===== src/design/assert_macros.svh =====
// ----------------------------------------------------------------------------
// Assertion macros
// Shared concurrent assertion forms for the projection core.
// ----------------------------------------------------------------------------
`ifndef ASSERT_MACROS_SVH
`define ASSERT_MACROS_SVH

// Same-cycle implication, disabled while reset is asserted.
`define PVP_ASSERT_IMP(lbl, clk, rst_n, ante, cons) \
    lbl: assert property (@(posedge clk) disable iff (!rst_n) (ante) |-> (cons)) \
        else $error("pvp assertion failed");

// Next-cycle implication, disabled while reset is asserted.
`define PVP_ASSERT_NXT(lbl, clk, rst_n, ante, cons) \
    lbl: assert property (@(posedge clk) disable iff (!rst_n) (ante) |=> (cons)) \
        else $error("pvp assertion failed");

`endif


===== src/design/pvp_pkg.sv =====
// ----------------------------------------------------------------------------
// pvp_pkg
// Types and constants shared by the perspective projection pipeline.
// ----------------------------------------------------------------------------
`timescale 1ns / 1ps
`default_nettype none

package pvp_pkg;

    localparam int DIV_STEPS = 16;

    // Register indexes on the configuration port
    localparam logic [2:0] CFG_ROT_ROW0     = 3'd0;
    localparam logic [2:0] CFG_ROT_ROW1     = 3'd1;
    localparam logic [2:0] CFG_ROT_ROW2     = 3'd2;
    localparam logic [2:0] CFG_TRANSLATION  = 3'd3;
    localparam logic [2:0] CFG_PROJ_DIST    = 3'd4;
    localparam logic [2:0] CFG_OFFSET_X     = 3'd5;
    localparam logic [2:0] CFG_OFFSET_Y     = 3'd6;

    // Reset values: identity matrix, no translation, distance 0x200
    localparam logic [47:0] ROT_ROW0_RST    = 48'h0000_0000_0001;
    localparam logic [47:0] ROT_ROW1_RST    = 48'h0000_0001_0000;
    localparam logic [47:0] ROT_ROW2_RST    = 48'h0001_0000_0000;
    localparam logic [47:0] TRANSLATION_RST = 48'h0;
    localparam logic [15:0] PROJ_DIST_RST   = 16'h0200;
    localparam logic [15:0] OFFSET_RST      = 16'h0;

    typedef struct packed {
        logic [15:0] vert_x;
        logic [15:0] vert_y;
        logic [15:0] vert_z;
    } t_vert_in;

    typedef struct packed {
        logic [15:0] screen_x;
        logic [15:0] screen_y;
        logic        div_by_zero;
    } t_screen_out;

    typedef struct packed {
        logic [2:0][47:0] rot_row;
        logic [47:0]      translation;
        logic [15:0]      proj_distance;
        logic [15:0]      offset_x;
        logic [15:0]      offset_y;
    } t_cfg;

    // Truncated rotation results
    typedef struct packed {
        logic [15:0] ir1;
        logic [15:0] ir2;
        logic [15:0] ir3;
    } t_rot_beat;

    // Divider result, low 16 bits of the signed quotient
    typedef struct packed {
        logic [15:0] ir1;
        logic [15:0] ir2;
        logic [15:0] quo;
        logic        dz;
    } t_div_beat;

    // One divider iteration stage
    typedef struct packed {
        logic [15:0] rem;
        logic [15:0] num;
        logic [15:0] den;
        logic [15:0] quo;
        logic        neg;
        logic        dz;
        logic [15:0] ir1;
        logic [15:0] ir2;
    } t_div_stage;

endpackage

`default_nettype wire


===== src/design/pvp_scale.sv =====
// ----------------------------------------------------------------------------
// pvp_scale
// Scales ir1/ir2 by the quotient and adds the screen offsets, two stages.
// ----------------------------------------------------------------------------
`timescale 1ns / 1ps
`default_nettype none
`include "assert_macros.svh"

module pvp_scale
    import pvp_pkg::*;
(
    input  wire logic        i_clk,
    input  wire logic        i_rst_n,
    input  wire logic [15:0] i_offset_x,
    input  wire logic [15:0] i_offset_y,
    input  wire logic        i_valid,
    output logic             o_ready,
    input  wire t_div_beat   i_data,
    output logic             o_valid,
    input  wire logic        i_ready,
    output t_screen_out      o_data
);

    logic        r_v1;
    logic [15:0] r_px;
    logic [15:0] r_py;
    logic        r_dz;
    logic        r_v2;
    t_screen_out r_out;

    logic        w_adv1;
    logic        w_adv2;
    logic [31:0] w_mx;
    logic [31:0] w_my;

    assign w_adv2  = ~r_v2 | i_ready;
    assign w_adv1  = ~r_v1 | w_adv2;
    assign o_ready = w_adv1;
    assign o_valid = r_v2;
    assign o_data  = r_out;

    // Low 16 bits of a product do not depend on signedness
    assign w_mx = {16'h0, i_data.ir1} * {16'h0, i_data.quo};
    assign w_my = {16'h0, i_data.ir2} * {16'h0, i_data.quo};

    always_ff @(posedge i_clk) begin
        if (!i_rst_n) begin
            r_v1 <= 1'b0;
            r_v2 <= 1'b0;
        end else begin
            if (w_adv1) r_v1 <= i_valid;
            if (w_adv2) r_v2 <= r_v1;
        end
    end

    always_ff @(posedge i_clk) begin
        if (w_adv1) begin
            r_px <= w_mx[15:0];
            r_py <= w_my[15:0];
            r_dz <= i_data.dz;
        end
        if (w_adv2) begin
            r_out.screen_x    <= i_offset_x + r_px;
            r_out.screen_y    <= i_offset_y + r_py;
            r_out.div_by_zero <= r_dz;
        end
    end

    // Zero depth leaves the offsets alone
    `PVP_ASSERT_IMP(a_dz_offsets, i_clk, i_rst_n,
        r_v2 && r_out.div_by_zero,
        r_out.screen_x == i_offset_x && r_out.screen_y == i_offset_y)

endmodule

`default_nettype wire


===== config.mk =====
export PLATFORM = sky130hd
export DESIGN_NAME = pvp_scale
export DESIGN_NICKNAME = d
export VERILOG_FILES = /design/src/design/pvp_pkg.sv /design/src/design/pvp_scale.sv
export VERILOG_INCLUDE_DIRS = /design/src /design/src/design
export SDC_FILE = /design/constraint.sdc
export NUM_CORES = 1
export LEC_CHECK = 0
export ABC_AREA = 1
export BUFFER_PORTS_ARGS = -buffer_cell sky130_fd_sc_hd__buf_2
export CAP_MARGIN = 20
export CORE_UTILIZATION = 58
export CTS_BUF_LIST = sky130_fd_sc_hd__clkbuf_4 sky130_fd_sc_hd__clkbuf_8 sky130_fd_sc_hd__clkbuf_16
export CTS_CLUSTER_SIZE = 24
export DETAILED_ROUTE_END_ITERATION = 6
export PLACE_DENSITY = 0.76
export SYNTH_ARGS = -nofsm -noshare
export SYNTH_HDL_FRONTEND = slang
export SYNTH_SLANG_ARGS = --single-unit

===== constraint.sdc =====
create_clock -name i_clk -period 20.1 [get_ports i_clk]
set_input_delay 6.03 -clock i_clk [delete_from_list [all_inputs] [get_ports i_clk]]
set_output_delay 6.03 -clock i_clk [all_outputs]
set_load 0.01 [all_outputs]

==> flow_summary.ini <==
[finish]
diodes = 0
final_nets = 2019
final_layout_size_suffix_gt1_share_pct = 9.04
area_growth_pct = 8.45
final_cell_mix = 443 x inv_1, 442 x nand2_1, 162 x fa_1, 128 x ha_1, 119 x buf_2
layout_commonest_cell = inv_1
final_cells = 1919

[setup_path]
cp_slowest_stage_delay_ns = 0.64
crit_chain = buf_2 > inv_1 > nand3_2 > buf_2
cpMaxStageDelayCell = nand3_2
worstSetupPathType = primary input to primary output
endpoint_kind = primary output
crit_path_frequent_cell = buf_2
crit_path_start_kind = primary input
worstPathRequired_ns = 14.07
rrSetupSlack_ns = 18.05
crit_path_max_fanout = 35
critPathArrivalTime_ns = 7.25

[power_and_ir_drop]
pwr-share-clk_pct = 8.7
powerDensity_nw_per_um2 = 138
pwr-share-seq_pct = 16.7
power_frac_comb_pct = 74.6
netSwitchingPower_w = 0.000874
switching_share_pct = 48.3
p_leak_nw = 7.86
peakVddDrop_mv = 0.104
internal_power_w = 0.000937

[global_route]
grt_max_degree = 36
grt_usage_pct = 25.6
grt_pass1_vias = 10063
antenna_found_initial = 0
grt_overflow_total = 0
grt_pass1_wl_um = 44800

[cts]
cts_setup_buffers = 0
cts_tree = yes
cts_buffers = 9
clk_path_buf_depth = 2
path_clk_slew_ns = 0.05
root_buffer = clkbuf_16
cts_resized = 0
htree_levels = 3
clock_latency_ns = 0.33
hold_buffers = 0
clkSinkCount = 68

[placed_design]
place.gp.congestion = 0.902
dp_cells = 1903
port-buffer-count = 119
place_hpwl_um = 20100

[timing]
hold_violations = 0
period_share_pct = 66.1
slew_headroom_pct = 43.2
period_needed_ns = 13.28
fin_skew_ns = 0.00535
slew_violations = 0
setup_viol = 0
tightest_slew_ns = 0.851
rsz0062_at_grt = no
fmax_mhz = 75.3
tns_ns = 0

[min_path]
hold_class = flop to flop

[routing]
via_count = 9702
wirelength_met1_um = 11000
routed-wl-met2_um = 12700
dr_wl_met3_um = 1290
drt-total-wl_um = 25400
routedWlPerCell_um = 13.2
drtAntennaViolNets = 0
drtIter0Drc = 412
drt-vias-per-instance = 5.06
route.detailed.drc = 0
drtPass1Iterations = 5
highest_layer = met4

[synthesis]
ys_ff_latch = 68
async_flop_share_pct = 0
ys_seq_area_share_pct = 16.7
synth_edf_count = 66
ys_warn_count = 0
syn_avg_cell_area_um2 = 7.73
synth_cells = 1563
ys_types = 35
synth.cell_area_um2 = 12100
synth_ff_type = edfxtp_1
synth_fp_nets = 1938

[job]
drv_cap = 0

[floorplan]
die_h_um = 146
fp.dieArea_um2 = 21400
std_cell_rows = 52
ios = 120
initial_utilization_pct = 59.5
die_x_um = 146
core_um2 = 20300

[status]
status = completed
## power groups by stage
| stage | combinational [W] | clock, W | sequential [W] |
|---|---|---|---|
| global placement | 0.00129 | 0 | 0.000305 |
| CTS | 0.00136 | 0.000159 | 0.000304 |
| floorplan | 0.00102 | 0 | 0.000323 |
| detailed placement | 0.00135 | 0 | 0.000306 |
| global route | 0.00157 | 0.000165 | 0.000308 |
| finish | 0.00135 | 0.000158 | 0.000303 |
## registers in the layout, indices dropped and copies added (netlist names)
signal,flops
r_py,16
r_px,16
r_dz,1
o_data,33
o_valid,1
r_v1,1
## metal layers
metal / global-route usage (%) / up-vias
met2: 45.4 / 289
li1: - / 4761
met1: 33.6 / 4621
met3: 2.09 / 31
met4: 7.40 / 0
met5: 0 / -
## cell usage after synthesis (3+ instances only)
cell type / count / area, µm²
a21o_1: 6 / 45.0
a21oi_1: 59 / 295
buf_1: 3 / 11.3
buf_2: 12 / 60.1
buf_4: 5 / 37.5
clkbuf_1: 29 / 109
edfxtp_1: 66 / 1980
fa_1: 162 / 3240
ha_1: 128 / 1600
inv_1: 443 / 1660
nand2_1: 442 / 1660
nand2_2: 5 / 31.3
nand3_1: 61 / 305
nand3b_1: 6 / 45.0
nor2_1: 24 / 90.1
nor3_1: 7 / 35.0
o2111ai_1: 3 / 26.3
o21ai_0: 13 / 65.1
o31ai_1: 4 / 30.0
xnor2_1: 18 / 158
xor2_1: 46 / 403
## cell type report
class,count,area (µm²)
sequential,68,2020
fill,1778,7200
inverter,445,1670
tap,270,338
timing repair buffer,120,603
multi-input combinational,1000,8160
clock buffer,14,269
clock inverter,2,35.0
## worst max-delay path: cells and delay by family
kind	cells	cell delay [ns]
buffers and inverters	3	0.57
AND/OR/NAND/NOR	1	0.64
## metrics by stage
step | power [W] | instance area [µm²] | util, % | hold WS (ns) | worst slack [ns]
CTS | 0.00182 | 13100 | 64.5 | 0.439 | 6.78
finish | 0.00181 | 13100 | 64.5 | 0.440 | 6.82
floorplan | 0.00134 | 12100 | - | 0.400 | 7.14
global placement | 0.00160 | 12800 | 63.0 | 0.404 | 6.81
global route | 0.00204 | 13100 | 64.5 | 0.461 | 6.70
detailed placement | 0.00165 | 12800 | 63.0 | 0.423 | 6.79
## logic make-up after synthesis
family	synth area share [%]
AOI/OAI and AO/OA	4.47
buffers and inverters	15.7
DFF	16.7
and+or+nand+nor	18.3
xor gates and xnor gates	4.64
adders and majority gates	40.1
## final timing paths
check | start | endpoint | depth (start not counted)
max | i_ready | o_ready | 4
min | r_dz | o_data[0] | 0
max reg2reg | r_px[0] | o_data[27] | 9
min reg2reg | r_dz | o_data[0] | 0
No activity file was read; power rests on OpenSTA's default activity.
