## src/design/assert_macros.svh

```systemverilog
// ----------------------------------------------------------------------------
// Assertion macros
// Shared concurrent assertion forms for the projection core.
// ----------------------------------------------------------------------------
`ifndef ASSERT_MACROS_SVH
`define ASSERT_MACROS_SVH

// Same-cycle implication, disabled while reset is asserted.
`define PVP_ASSERT_IMP(lbl, clk, rst_n, ante, cons) \
    lbl: assert property (@(posedge clk) disable iff (!rst_n) (ante) |-> (cons)) \
        else $error("pvp assertion failed");

// Next-cycle implication, disabled while reset is asserted.
`define PVP_ASSERT_NXT(lbl, clk, rst_n, ante, cons) \
    lbl: assert property (@(posedge clk) disable iff (!rst_n) (ante) |=> (cons)) \
        else $error("pvp assertion failed");

`endif

```

## src/design/pvp_pkg.sv

```systemverilog
// ----------------------------------------------------------------------------
// pvp_pkg
// Types and constants shared by the perspective projection pipeline.
// ----------------------------------------------------------------------------
`timescale 1ns / 1ps
`default_nettype none

package pvp_pkg;

    localparam int DIV_STEPS = 16;

    // Register indexes on the configuration port
    localparam logic [2:0] CFG_ROT_ROW0     = 3'd0;
    localparam logic [2:0] CFG_ROT_ROW1     = 3'd1;
    localparam logic [2:0] CFG_ROT_ROW2     = 3'd2;
    localparam logic [2:0] CFG_TRANSLATION  = 3'd3;
    localparam logic [2:0] CFG_PROJ_DIST    = 3'd4;
    localparam logic [2:0] CFG_OFFSET_X     = 3'd5;
    localparam logic [2:0] CFG_OFFSET_Y     = 3'd6;

    // Reset values: identity matrix, no translation, distance 0x200
    localparam logic [47:0] ROT_ROW0_RST    = 48'h0000_0000_0001;
    localparam logic [47:0] ROT_ROW1_RST    = 48'h0000_0001_0000;
    localparam logic [47:0] ROT_ROW2_RST    = 48'h0001_0000_0000;
    localparam logic [47:0] TRANSLATION_RST = 48'h0;
    localparam logic [15:0] PROJ_DIST_RST   = 16'h0200;
    localparam logic [15:0] OFFSET_RST      = 16'h0;

    typedef struct packed {
        logic [15:0] vert_x;
        logic [15:0] vert_y;
        logic [15:0] vert_z;
    } t_vert_in;

    typedef struct packed {
        logic [15:0] screen_x;
        logic [15:0] screen_y;
        logic        div_by_zero;
    } t_screen_out;

    typedef struct packed {
        logic [2:0][47:0] rot_row;
        logic [47:0]      translation;
        logic [15:0]      proj_distance;
        logic [15:0]      offset_x;
        logic [15:0]      offset_y;
    } t_cfg;

    // Truncated rotation results
    typedef struct packed {
        logic [15:0] ir1;
        logic [15:0] ir2;
        logic [15:0] ir3;
    } t_rot_beat;

    // Divider result, low 16 bits of the signed quotient
    typedef struct packed {
        logic [15:0] ir1;
        logic [15:0] ir2;
        logic [15:0] quo;
        logic        dz;
    } t_div_beat;

    // One divider iteration stage
    typedef struct packed {
        logic [15:0] rem;
        logic [15:0] num;
        logic [15:0] den;
        logic [15:0] quo;
        logic        neg;
        logic        dz;
        logic [15:0] ir1;
        logic [15:0] ir2;
    } t_div_stage;

endpackage

`default_nettype wire

```

## src/design/pvp_rotate.sv

```systemverilog
// ----------------------------------------------------------------------------
// pvp_rotate
// Matrix rotate and translate, low 16 bits of each row sum, two stages.
// ----------------------------------------------------------------------------
`timescale 1ns / 1ps
`default_nettype none

module pvp_rotate
    import pvp_pkg::*;
(
    input  wire logic      i_clk,
    input  wire logic      i_rst_n,
    input  wire t_cfg      i_cfg,
    input  wire logic      i_valid,
    output logic           o_ready,
    input  wire t_vert_in  i_data,
    output logic           o_valid,
    input  wire logic      i_ready,
    output t_rot_beat      o_data
);

    logic             r_v1;
    logic [8:0][15:0] r_prod;
    logic             r_v2;
    t_rot_beat        r_out;

    logic             w_adv1;
    logic             w_adv2;
    logic [8:0][15:0] n_prod;
    t_rot_beat        n_out;
    logic [2:0][15:0] w_coord;

    assign w_adv2  = ~r_v2 | i_ready;
    assign w_adv1  = ~r_v1 | w_adv2;
    assign o_ready = w_adv1;
    assign o_valid = r_v2;
    assign o_data  = r_out;

    assign w_coord[0] = i_data.vert_x;
    assign w_coord[1] = i_data.vert_y;
    assign w_coord[2] = i_data.vert_z;

    // Only the low 16 bits survive truncation, so low product bits suffice.
    always_comb begin
        logic [31:0] prod;
        for (int r = 0; r < 3; r++) begin
            for (int c = 0; c < 3; c++) begin
                prod = {16'h0, i_cfg.rot_row[r][16*c +: 16]} * {16'h0, w_coord[c]};
                n_prod[3*r + c] = prod[15:0];
            end
        end
    end

    always_comb begin
        n_out.ir1 = i_cfg.translation[15:0]  + r_prod[0] + r_prod[1] + r_prod[2];
        n_out.ir2 = i_cfg.translation[31:16] + r_prod[3] + r_prod[4] + r_prod[5];
        n_out.ir3 = i_cfg.translation[47:32] + r_prod[6] + r_prod[7] + r_prod[8];
    end

    always_ff @(posedge i_clk) begin
        if (!i_rst_n) begin
            r_v1 <= 1'b0;
            r_v2 <= 1'b0;
        end else begin
            if (w_adv1) r_v1 <= i_valid;
            if (w_adv2) r_v2 <= r_v1;
        end
    end

    always_ff @(posedge i_clk) begin
        if (w_adv1) r_prod <= n_prod;
        if (w_adv2) r_out  <= n_out;
    end

endmodule

`default_nettype wire

```

## config.mk

```make
export PLATFORM = sky130hd
export DESIGN_NAME = pvp_rotate
export DESIGN_NICKNAME = d
export VERILOG_FILES = /design/src/design/assert_macros.svh /design/src/design/pvp_pkg.sv /design/src/design/pvp_rotate.sv
export SDC_FILE = /design/constraint.sdc
export NUM_CORES = 2
export LEC_CHECK = 0
export BUFFER_PORTS_ARGS = -buffer_cell sky130_fd_sc_hd__buf_2
export CAP_MARGIN = 40
export CORE_ASPECT_RATIO = 2
export CORE_MARGIN = 2
export CORE_UTILIZATION = 69
export CTS_BUF_LIST = sky130_fd_sc_hd__clkbuf_4 sky130_fd_sc_hd__clkbuf_8 sky130_fd_sc_hd__clkbuf_16
export CTS_CLUSTER_DIAMETER = 40
export DETAILED_ROUTE_END_ITERATION = 10
export PLACE_DENSITY = 0.9
export SETUP_SLACK_MARGIN = 0.5
export SKIP_CTS_REPAIR_TIMING = 1
export SYNTH_ARGS = -nofsm -noshare
export SYNTH_HDL_FRONTEND = slang
export SYNTH_SLANG_ARGS = --single-unit
```

## constraint.sdc

```tcl
create_clock -name i_clk -period 15.5 [get_ports i_clk]
set_input_delay 1.55 -clock i_clk [delete_from_list [all_inputs] [get_ports i_clk]]
set_output_delay 1.55 -clock i_clk [all_outputs]
set_load 0.005 [all_outputs]
```

==> impl_summary.log <==
INFO  metric period_needed = 7.13 ns
INFO  metric period_share = 0.460
INFO  metric clk_network_pwr_share = 0.044
INFO  metric crit_path_largest_cell_delay = 0.65 ns
INFO  metric yosysMostFrequentCell = inv_1
INFO  metric routed_wl = 118000 um
INFO  metric die_w = 184 um
INFO  metric clock_tree.root_cell = clkbuf_16
INFO  metric via_count_of_the_routed_design = 33800
INFO  metric setup_total_negative_slack = 0 ns
INFO  metric timing.critical_path.slowest_stage_cell = buf_2
INFO  metric numCtsBuffers = 25
INFO  metric track_usage = 0.372
INFO  metric avgSynthCellArea = 9.43 um^2
INFO  metric drt_first_iter_violations = 1907
INFO  metric synth.distinct_cells = 52
INFO  metric placedInstanceArea = 0.0470 mm^2
INFO  metric crit_buf_inv = 3
INFO  metric die_h = 365 um
INFO  metric cts_num_sinks = 194
INFO  metric yosys_warnings = 0
INFO  metric insertion_delay = 0.50 ns
INFO  metric final.setup_skew = 0.0207 ns
INFO  metric critical_path.cell_chain = buf_2, and2_1, fa_1, fa_1, ha_1, fa_1, inv_1, fa_1, fa_1, inv_1, ha_1, nand3_1, o211ai_1, nor4_1, nor2_1, a21o_1, a21oi_1, xnor2_1
INFO  metric final_report_max_slew_violation_count = 0
INFO  metric ys_seq_area_frac = 0.129
INFO  metric synth_edf_count = 192
INFO  metric outcome = finished clean
INFO  metric first_pass_iteration_count_of_the_detailed_router = 7
INFO  metric postSynth.asyncResetShare = 0
INFO  metric first_global_vias = 37900
INFO  metric grt_antenna_before_repair = 26
INFO  metric final_antenna_net_count = 0
INFO  metric drt_drc_violations_left = 0
INFO  metric gp_congestion = 0.938
INFO  metric first_pass_grt_wire_length = 191000 um
INFO  metric area_delta_synth_final = 6.26%
INFO  metric ctsLongestPathBuffers = 3
INFO  metric power.sequential.fraction = 0.130
INFO  metric nFillCells = 4370
INFO  metric setup-violations-final = 0
INFO  metric worst_slew_pin_slew = 0.935 ns
INFO  metric path_common_cell = fa_1
INFO  metric total_switching_power = 5.98 mW
INFO  metric gr-total-overflow = 0
INFO  metric total_leakage_power = 23.7 nW
INFO  metric htree_num_levels = 4
INFO  metric synthDominantAreaCellType = fa_1
INFO  metric dominantRegCellSynth = edfxtp_1
INFO  metric worst_hold_path_type = reg2reg
INFO  metric post_drt_wl_per_cell = 20.3 um
INFO  metric power_frac_comb = 0.826
INFO  metric io-pin-count = 342
INFO  metric fraction_of_layout_instances_using_a_drive_strength_above_1 = 0.0703
INFO  metric syn_area = 0.0449 mm^2
INFO  metric cp_top_family = adder cells
INFO  metric endpoint_kind = flip-flop
INFO  metric timing.critical_path.arrival = 7.33 ns
INFO  metric netlist_instances = 4767
INFO  metric grt_max_degree = 140
INFO  metric timing.slew.headroom = 0.377
INFO  metric synthDominantCellAreaShare = 0.361
INFO  metric floorplan.initialDensity = 0.696
INFO  metric fin_nets = 6517
INFO  metric area_of_the_core = 0.0646 mm^2
INFO  metric layout.core_utilization = 0.739
INFO  metric finalHoldViolCount = 0
INFO  metric count_of_input_and_output_buffers = 293
INFO  metric startpoint_type = input port
INFO  metric fin_cells = 5825
INFO  metric placementRows = 132
INFO  metric dp_hpwl = 93900 um
INFO  metric switching_share = 0.507
INFO  metric critical_path_required = 15.69 ns
INFO  metric powerDensity = 247 mW/mm^2
INFO  metric finalInstanceArea = 0.0477 mm^2
INFO  metric maxClockFrequency = 140 MHz
INFO  metric cts.clk_slew.worst_paths = 0.08 ns
INFO  metric synth_seq_cells = 194
INFO  metric critical_path_class = in2reg
INFO  metric syn_nets = 6355
INFO  metric yosys-top-cells-count = 1047 x inv_1, 810 x fa_1, 631 x and2_1
INFO  metric cts_tree = yes
INFO  metric maxCapViolations = 0
INFO  metric grt_setup_unrepaired = false
INFO  metric total_internal_power = 5.82 mW
INFO  metric peakVddDrop = 233 uV
INFO  metric yosys-top-cells-area = fa_1 36%, ha_1 14%, edfxtp_1 13%
INFO  metric fp.dieArea = 0.0673 mm^2
INFO  metric timing.critical_path.fanout_max = 39
INFO  metric viasPerCell = 5.80
INFO  metric placedCellCount = 5773
## worst register-to-register path: stages, from the launching register on
cell,delay [ns]
edfxtp_1,0.50
fa_1,0.46
fa_1,0.52
ha_1,0.17
inv_1,0.07
fa_1,0.45
nor2b_1,0.16
o21ai_1,0.14
a2111o_1,0.48
nand4b_1,0.16
a31o_1,0.17
a21oi_1,0.08
xnor2_1,0.12
## cell families (layout without fill, tap and decap cells)
family,Yosys count,after routing,synth area share
AOI/OAI and AO/OA,258,258,0.0376
xor gates and xnor gates,408,408,0.0795
adders and majority gates,1296,1296,0.496
buffers and inverters,1218,1385,0.102
DFF,194,194,0.129
other,0,20,0
and+or+nand+nor,1393,1393,0.156
## power by group through the flow
stage	Sequential [mW]	Clock [mW]	Combinational, mW
floorplan	1.47	0	6.96
global placement	1.54	0	9.06
detailed placement	1.54	0	9.53
CTS	1.54	0.522	9.68
global route	1.56	0.542	10.8
finish	1.54	0.517	9.75
## per-stage QoR
step	hold WS [ns]	worst slack (ns)	power, mW
2_1_floorplan	0.463	9.04	8.43
3_3_place_gp	0.533	8.04	10.6
3_5_place_dp	0.544	8.02	11.1
4_1_cts	0.545	8.53	11.7
5_1_grt	0.567	8.30	12.9
6_report	0.540	8.37	11.8
## cell usage in the layout, fill, tap and decap left out, drive strengths merged, types with 4 or more instances in the layout
cell and instances:
nand2 630, o21a 19, o31a 6, or3 4, xor2 90, a21oi 85
ha 486, inv 1048, a31oi 10, o21bai 20, clkbuf 26, nor2b 11
a2111o 8, diode 20, fa 810, or2 7, buf 303, o41ai 6
xnor2 318, nor3 14, o21ai 51, and2 631, nand3 25, a21o 32
edfxtp 192, o211ai 8, clkinv 6, nor2 52
## cell type report
type,count,area [um^2],area share
diodes,20,50.0,0.00105
clock buffers,26,633,0.0133
clock inverters,6,58.8,0.00123
inverters,1050,3940,0.0825
multi-input cells,3355,34600,0.724
flip-flops and latches,194,5810,0.122
well taps,871,1090,0.0228
repair buffers,303,1620,0.0339
## routing by layer
layer,vias up,wire (um),global-route usage
li1,14600,-,-
met1,16700,36700,0.386
met2,1784,59100,0.642
met3,754,10300,0.0762
met4,14,12000,0.310
met5,-,86,0
## registers in the layout, indices dropped and copies added, names as in the netlist
name     flops
o_data      48
o_valid      1
r_prod     144
r_v1         1
## final timing paths
check                   from          to  slack (ns)  cells past startpoint
hold reg to reg   r_prod[80]  o_data[16]        0.54                      1
hold / removal    r_prod[80]  o_data[16]        0.54                      1
setup / recovery  i_data[35]  r_prod[61]        8.37                     18
setup reg to reg  r_prod[96]  o_data[15]       11.76                     12
No activity file was read; power rests on OpenSTA's default activity.
