**config.mk**
```make
export PLATFORM = sky130hd
export DESIGN_NAME = pvp_divider
export DESIGN_NICKNAME = d
export VERILOG_FILES = /design/src/design/pvp_pkg.sv /design/src/design/pvp_divider.sv
export VERILOG_INCLUDE_DIRS = /design/src /design/src/design
export SDC_FILE = /design/constraint.sdc
export NUM_CORES = 2
export LEC_CHECK = 0
export BUFFER_PORTS_ARGS = -buffer_cell sky130_fd_sc_hd__buf_2
export CORE_UTILIZATION = 45
export CTS_CLUSTER_DIAMETER = 80
export DETAILED_ROUTE_END_ITERATION = 8
export GPL_TIMING_DRIVEN = 0
export HOLD_SLACK_MARGIN = 0.15
export MAX_ROUTING_LAYER = met4
export RECOVER_POWER = 100
export SETUP_SLACK_MARGIN = 0.05
export SYNTH_ARGS = -nofsm -noshare
export SYNTH_HDL_FRONTEND = slang
export SYNTH_SLANG_ARGS = --single-unit
```
**constraint.sdc**
```tcl
create_clock -name i_clk -period 14.2 [get_ports i_clk]
set_input_delay 0.71 -clock i_clk [delete_from_list [all_inputs] [get_ports i_clk]]
set_output_delay 0.71 -clock i_clk [all_outputs]
set_load 0.01 [all_outputs]
```
**src/design/assert_macros.svh**
```systemverilog
// ----------------------------------------------------------------------------
// Assertion macros
// Shared concurrent assertion forms for the projection core.
// ----------------------------------------------------------------------------
`ifndef ASSERT_MACROS_SVH
`define ASSERT_MACROS_SVH

// Same-cycle implication, disabled while reset is asserted.
`define PVP_ASSERT_IMP(lbl, clk, rst_n, ante, cons) \
    lbl: assert property (@(posedge clk) disable iff (!rst_n) (ante) |-> (cons)) \
        else $error("pvp assertion failed");

// Next-cycle implication, disabled while reset is asserted.
`define PVP_ASSERT_NXT(lbl, clk, rst_n, ante, cons) \
    lbl: assert property (@(posedge clk) disable iff (!rst_n) (ante) |=> (cons)) \
        else $error("pvp assertion failed");

`endif

```
**src/design/pvp_pkg.sv**
```systemverilog
// ----------------------------------------------------------------------------
// pvp_pkg
// Types and constants shared by the perspective projection pipeline.
// ----------------------------------------------------------------------------
`timescale 1ns / 1ps
`default_nettype none

package pvp_pkg;

    localparam int DIV_STEPS = 16;

    // Register indexes on the configuration port
    localparam logic [2:0] CFG_ROT_ROW0     = 3'd0;
    localparam logic [2:0] CFG_ROT_ROW1     = 3'd1;
    localparam logic [2:0] CFG_ROT_ROW2     = 3'd2;
    localparam logic [2:0] CFG_TRANSLATION  = 3'd3;
    localparam logic [2:0] CFG_PROJ_DIST    = 3'd4;
    localparam logic [2:0] CFG_OFFSET_X     = 3'd5;
    localparam logic [2:0] CFG_OFFSET_Y     = 3'd6;

    // Reset values: identity matrix, no translation, distance 0x200
    localparam logic [47:0] ROT_ROW0_RST    = 48'h0000_0000_0001;
    localparam logic [47:0] ROT_ROW1_RST    = 48'h0000_0001_0000;
    localparam logic [47:0] ROT_ROW2_RST    = 48'h0001_0000_0000;
    localparam logic [47:0] TRANSLATION_RST = 48'h0;
    localparam logic [15:0] PROJ_DIST_RST   = 16'h0200;
    localparam logic [15:0] OFFSET_RST      = 16'h0;

    typedef struct packed {
        logic [15:0] vert_x;
        logic [15:0] vert_y;
        logic [15:0] vert_z;
    } t_vert_in;

    typedef struct packed {
        logic [15:0] screen_x;
        logic [15:0] screen_y;
        logic        div_by_zero;
    } t_screen_out;

    typedef struct packed {
        logic [2:0][47:0] rot_row;
        logic [47:0]      translation;
        logic [15:0]      proj_distance;
        logic [15:0]      offset_x;
        logic [15:0]      offset_y;
    } t_cfg;

    // Truncated rotation results
    typedef struct packed {
        logic [15:0] ir1;
        logic [15:0] ir2;
        logic [15:0] ir3;
    } t_rot_beat;

    // Divider result, low 16 bits of the signed quotient
    typedef struct packed {
        logic [15:0] ir1;
        logic [15:0] ir2;
        logic [15:0] quo;
        logic        dz;
    } t_div_beat;

    // One divider iteration stage
    typedef struct packed {
        logic [15:0] rem;
        logic [15:0] num;
        logic [15:0] den;
        logic [15:0] quo;
        logic        neg;
        logic        dz;
        logic [15:0] ir1;
        logic [15:0] ir2;
    } t_div_stage;

endpackage

`default_nettype wire

```
**src/design/pvp_divider.sv**
```systemverilog
// ----------------------------------------------------------------------------
// pvp_divider
// Pipelined signed divide of the projection distance by depth,
// one quotient bit per stage, truncating toward zero.
// ----------------------------------------------------------------------------
`timescale 1ns / 1ps
`default_nettype none
`include "assert_macros.svh"

module pvp_divider
    import pvp_pkg::*;
(
    input  wire logic      i_clk,
    input  wire logic      i_rst_n,
    input  wire logic [15:0] i_proj_distance,
    input  wire logic      i_valid,
    output logic           o_ready,
    input  wire t_rot_beat i_data,
    output logic           o_valid,
    input  wire logic      i_ready,
    output t_div_beat      o_data
);

    // Stage 0 takes magnitudes, stages 1..DIV_STEPS iterate, last one fixes sign
    localparam int LAST = DIV_STEPS + 1;

    logic [LAST:0]            r_v;
    t_div_stage [DIV_STEPS:0] r_st;
    t_div_beat                r_out;
    logic [LAST+1:0]          w_adv;
    t_div_stage [DIV_STEPS:0] n_st;
    t_div_beat                n_out;

    assign w_adv[LAST+1] = i_ready;
    assign o_ready       = w_adv[0];
    assign o_valid       = r_v[LAST];
    assign o_data        = r_out;

    genvar k;
    generate
        for (k = 0; k <= LAST; k++) begin : g_adv
            assign w_adv[k] = ~r_v[k] | w_adv[k+1];
        end
    endgenerate

    always_ff @(posedge i_clk) begin
        if (!i_rst_n) begin
            r_v <= '0;
        end else begin
            if (w_adv[0]) r_v[0] <= i_valid;
            for (int s = 1; s <= LAST; s++) begin
                if (w_adv[s]) r_v[s] <= r_v[s-1];
            end
        end
    end

    // Stage 0 loads magnitudes; each later stage is one restoring step
    always_comb begin
        logic [16:0] trial;
        logic [16:0] diff;
        n_st[0].rem = 16'h0;
        n_st[0].num = i_proj_distance[15] ? (16'h0 - i_proj_distance) : i_proj_distance;
        n_st[0].den = i_data.ir3[15] ? (16'h0 - i_data.ir3) : i_data.ir3;
        n_st[0].quo = 16'h0;
        n_st[0].neg = i_proj_distance[15] ^ i_data.ir3[15];
        n_st[0].dz  = (i_data.ir3 == 16'h0);
        n_st[0].ir1 = i_data.ir1;
        n_st[0].ir2 = i_data.ir2;
        for (int s = 1; s <= DIV_STEPS; s++) begin
            trial       = {r_st[s-1].rem, r_st[s-1].num[15]};
            diff        = trial - {1'b0, r_st[s-1].den};
            n_st[s]     = r_st[s-1];
            n_st[s].num = {r_st[s-1].num[14:0], 1'b0};
            if (trial >= {1'b0, r_st[s-1].den}) begin
                n_st[s].rem = diff[15:0];
                n_st[s].quo = {r_st[s-1].quo[14:0], 1'b1};
            end else begin
                n_st[s].rem = trial[15:0];
                n_st[s].quo = {r_st[s-1].quo[14:0], 1'b0};
            end
        end
    end

    always_ff @(posedge i_clk) begin
        for (int s = 0; s <= DIV_STEPS; s++) begin
            if (w_adv[s]) r_st[s] <= n_st[s];
        end
    end

    always_comb begin
        n_out.ir1 = r_st[DIV_STEPS].ir1;
        n_out.ir2 = r_st[DIV_STEPS].ir2;
        n_out.dz  = r_st[DIV_STEPS].dz;
        if (r_st[DIV_STEPS].dz) begin
            n_out.quo = 16'h0;
        end else if (r_st[DIV_STEPS].neg) begin
            n_out.quo = 16'h0 - r_st[DIV_STEPS].quo;
        end else begin
            n_out.quo = r_st[DIV_STEPS].quo;
        end
    end

    always_ff @(posedge i_clk) begin
        if (w_adv[LAST]) r_out <= n_out;
    end

    // Remainder after the final step must be below the divisor
    `PVP_ASSERT_IMP(a_rem_lt_den, i_clk, i_rst_n,
        r_v[DIV_STEPS] && !r_st[DIV_STEPS].dz, r_st[DIV_STEPS].rem < r_st[DIV_STEPS].den)

endmodule

`default_nettype wire

```
==> out/metrics.csv <==
stage,metric,value,unit
status,status,finished with violations,
status,failing checks,"max-capacitance violations, max-slew violations",
setup_path,Critical Path RT,14.61,ns
power,P_leak,25.9,nW
sta,Final Cycle Share,0.512,
setup_path,Setup crit start,r_v[17],
detailed_routing,DR vias,30214,
clocking,Num CTS Buffers,144,
detailed_routing,Routed Antenna Nets,0,
detailed_routing,first-pass detailed-route iteration total,5,
clocking,CTS resizes,0,
synthesis,Synth async-reset ratio,0,
sta,final hold vios,0,
synthesis,synthesized flop and latch total,1413,
clocking,TritonCTS clock tree,yes,
finish,Syn-to-layout area delta,12.3,%
sta,Least-Margin Pin Slew,3.79,ns
finish,Finished Cell Area,0.0658,mm2
power,share of power burned in registers,0.476,
synthesis,Yosys cell types,75,
detailed_routing,initial drt markers,1591,
setup_path,Worst Setup Start Kind,register,
grt,via count of the first global-routing pass,30270,
clocking,clk_lat worst skew,0.75,ns
place,RD Place Congestion,0.866,
synthesis,Syn Nets,4106,
place,Post-DP HPWL,76000,um
hold_path,min-delay worst type,in -> reg,
place,Port-buffer cells,117,
power,PwrDens,176,mW/mm2
sta,Final min period,7.28,ns
setup_path,Crit-path slowest cell,clkbuf_1,
power,switching portion of total power,0.275,
sta,Slew headroom,-1.53,
power,Net Switching,3.18,mW
power,Clock power frac,0.306,
detailed_routing,DR vias/cell,5.09,
detailed_routing,drt drc,0,
setup_path,cell breakdown of the critical path,"nor2b_1, inv_1, nor2_1, and3_1, clkbuf_1, clkinvlp_2, clkbuf_1, nor2_1, and3_1, clkinvlp_2, buf_16",
setup_path,arrival time worst endpoint,7.69,ns
die,Die Wd,363,um
setup_path,CP endpoint kind,register,
grt,largest net degree at the start of global routing,68,
synthesis,Post-Syn Area,0.0586,mm2
synthesis,Mapped Avg Cell Area,15.5,um2
sta,setup TNS,0,ns
setup_path,critical path's largest stage delay,1.40,ns
grt,gr usage total,0.164,
die,Row Count,132,
grt,global-route wire length before repair,164000,um
run,maxcap violations,15,
power,Logic pwr share,0.218,
finish,layout cells sized above 1,0.0866,
grt,initial antenna violation count,1,
grt,total grt overflow,0,
die,die height,363,um
hold_path,Hold Crit Start,i_valid,
clocking,root buffer cell,clkbuf_16,
sta,Worst Skew,0.0305,ns
power,Max VDD drop,0.115,mV
synthesis,post-synthesis sequential area ratio,0.721,
synthesis,"EDFF count, synth",1395,
clocking,clk buf depth,3,
setup_path,r2r startpoint,r_v[17],
detailed_routing,aggregate routed wire length,104000,um
finish,most frequent cells in the layout,"edfxtp_1 (1,395), inv_1 (334), ha_1 (245)",
detailed_routing,DR WL/cell,17.6,um
sta,fmax,0.137,GHz
clocking,H-tree Lvls,4,
synthesis,Yosys warning count,0,
place,placed inst area,0.0620,mm2
clocking,"Reg clk slew, reported paths",0.06,ns
clocking,CTS Sinks,1413,
finish,# fillers,10865,
sta,setup violators final,0,
setup_path,kind of critical path,reg -> reg,
finish,"commonest non-fill, non-tap cell in the layout",edfxtp_1,
finish,Nets,4414,
die,die area,0.132,mm2
synthesis,Most used DFF post-synth,edfxtp_1,
die,core area,0.129,mm2
sta,RSZ-0062 raised after global routing,no,
synthesis,Synth Instances,3779,
setup_path,critical path peak fanout,65,
sta,max-slew violations,824,
die,Starting Density,0.453,
power,Int Pwr,8.39,mW
die,Boundary Pins,119,
[path summary, 6_finish.rpt]
path / to / slack, ns / cells after the start
worst min-delay path: r_v[0] / 0.22 / 3
worst max-delay path: n_st[766] / 6.92 / 11
worst min register to register: r_st[917] / 0.41 / 0
worst max register to register: n_st[766] / 6.92 / 11
[through the flow]
stage                     setup WS [ns]  utilization  instances  hold WS [ns]  power, mW
after global routing               6.13        0.509       5936         0.215       12.2
after detailed placement           9.50        0.479       5656         0.405       8.23
after CTS                          9.14        0.516       5935         0.151       11.8
final                              6.92        0.509       5937         0.219       11.6
after global placement             4.57        0.475       5638         0.400       8.19
after floorplan                    7.34            -       3779         0.400       7.54
[layout make-up]
type	instances	area [um2]	area share
Antenna cell	1	2.50	0.0000380
Buffer	64	248	0.00376
Inverter	341	1290	0.0196
Multi-Input combinational cell	1961	14500	0.220
Sequential cell	1413	42300	0.642
Tap cell	1742	2180	0.0331
Clock buffer	182	3800	0.0577
Timing Repair Buffer	162	928	0.0141
Clock inverter	71	661	0.0100
[flip-flops by register name (all words and copies together), names as in the netlist]
| signal | cells |
|---|---|
| o_data | 49 |
| n_st | 920 |
| r_v | 18 |
| n_out | 33 |
| r_st | 393 |
[power by group through the flow]
stage,logic (mW),clock network [mW],registers (mW)
floorplan,2.07,0,5.47
global placement,2.60,0,5.59
detailed placement,2.63,0,5.60
CTS,2.66,3.65,5.52
global route,2.81,3.80,5.56
finish,2.52,3.54,5.50
[critical path: cells and delay by family, from the launching register on]
kind                   cells  cell delay (ns)
and+or+nand+nor            5             1.95
buffers and inverters      6             4.56
DFF                        1             0.32
[Yosys cell counts, types with 30 or more instances]
master | n | share of area
inv_1 | 332 | 0.021
a21o_1 | 48 | 0.0061
nand4_1 | 40 | 0.0043
o21a_1 | 94 | 0.012
nand2b_1 | 38 | 0.0041
o21ai_0 | 126 | 0.011
mux2_2 | 111 | 0.021
nand3_1 | 65 | 0.0056
nor2_1 | 159 | 0.010
a21oi_1 | 176 | 0.015
nor2b_1 | 52 | 0.0056
nor3_1 | 120 | 0.010
ha_1 | 245 | 0.052
a31oi_1 | 51 | 0.0054
xor2_1 | 57 | 0.0085
xnor2_1 | 99 | 0.015
nor4_1 | 30 | 0.0032
nand2_1 | 107 | 0.0069
edfxtp_1 | 1395 | 0.71
clkbuf_1 | 41 | 0.0026
[logic make-up after synthesis]
| group | Yosys count | synth area share |
|---|---|---|
| AO/OA/AOI/OAI | 700 | 0.0794 |
| buffers and inverters | 405 | 0.0286 |
| adder cells (fa/ha/maj) | 259 | 0.0571 |
| flip-flops | 1413 | 0.721 |
| multiplexers | 148 | 0.0295 |
| AND/OR/NAND/NOR | 698 | 0.0611 |
| XOR/XNOR | 156 | 0.0233 |
[per-layer routing]
| metal | vias up | GRT usage | share of wire |
|---|---|---|---|
| met3 | 189 | 0.0255 | 0.035 |
| met2 | 499 | 0.280 | 0.51 |
| met4 | 0 | 0.0550 | 0.027 |
| met5 | - | - | 0 |
| li1 | 14978 | - | - |
| met1 | 14548 | 0.198 | 0.43 |
[timing repair]
item	CTS	global route
hold endpoints to repair	26	1
hold buffers	26	1
setup buffers	0	0
No activity file was read; power rests on OpenSTA's default activity.
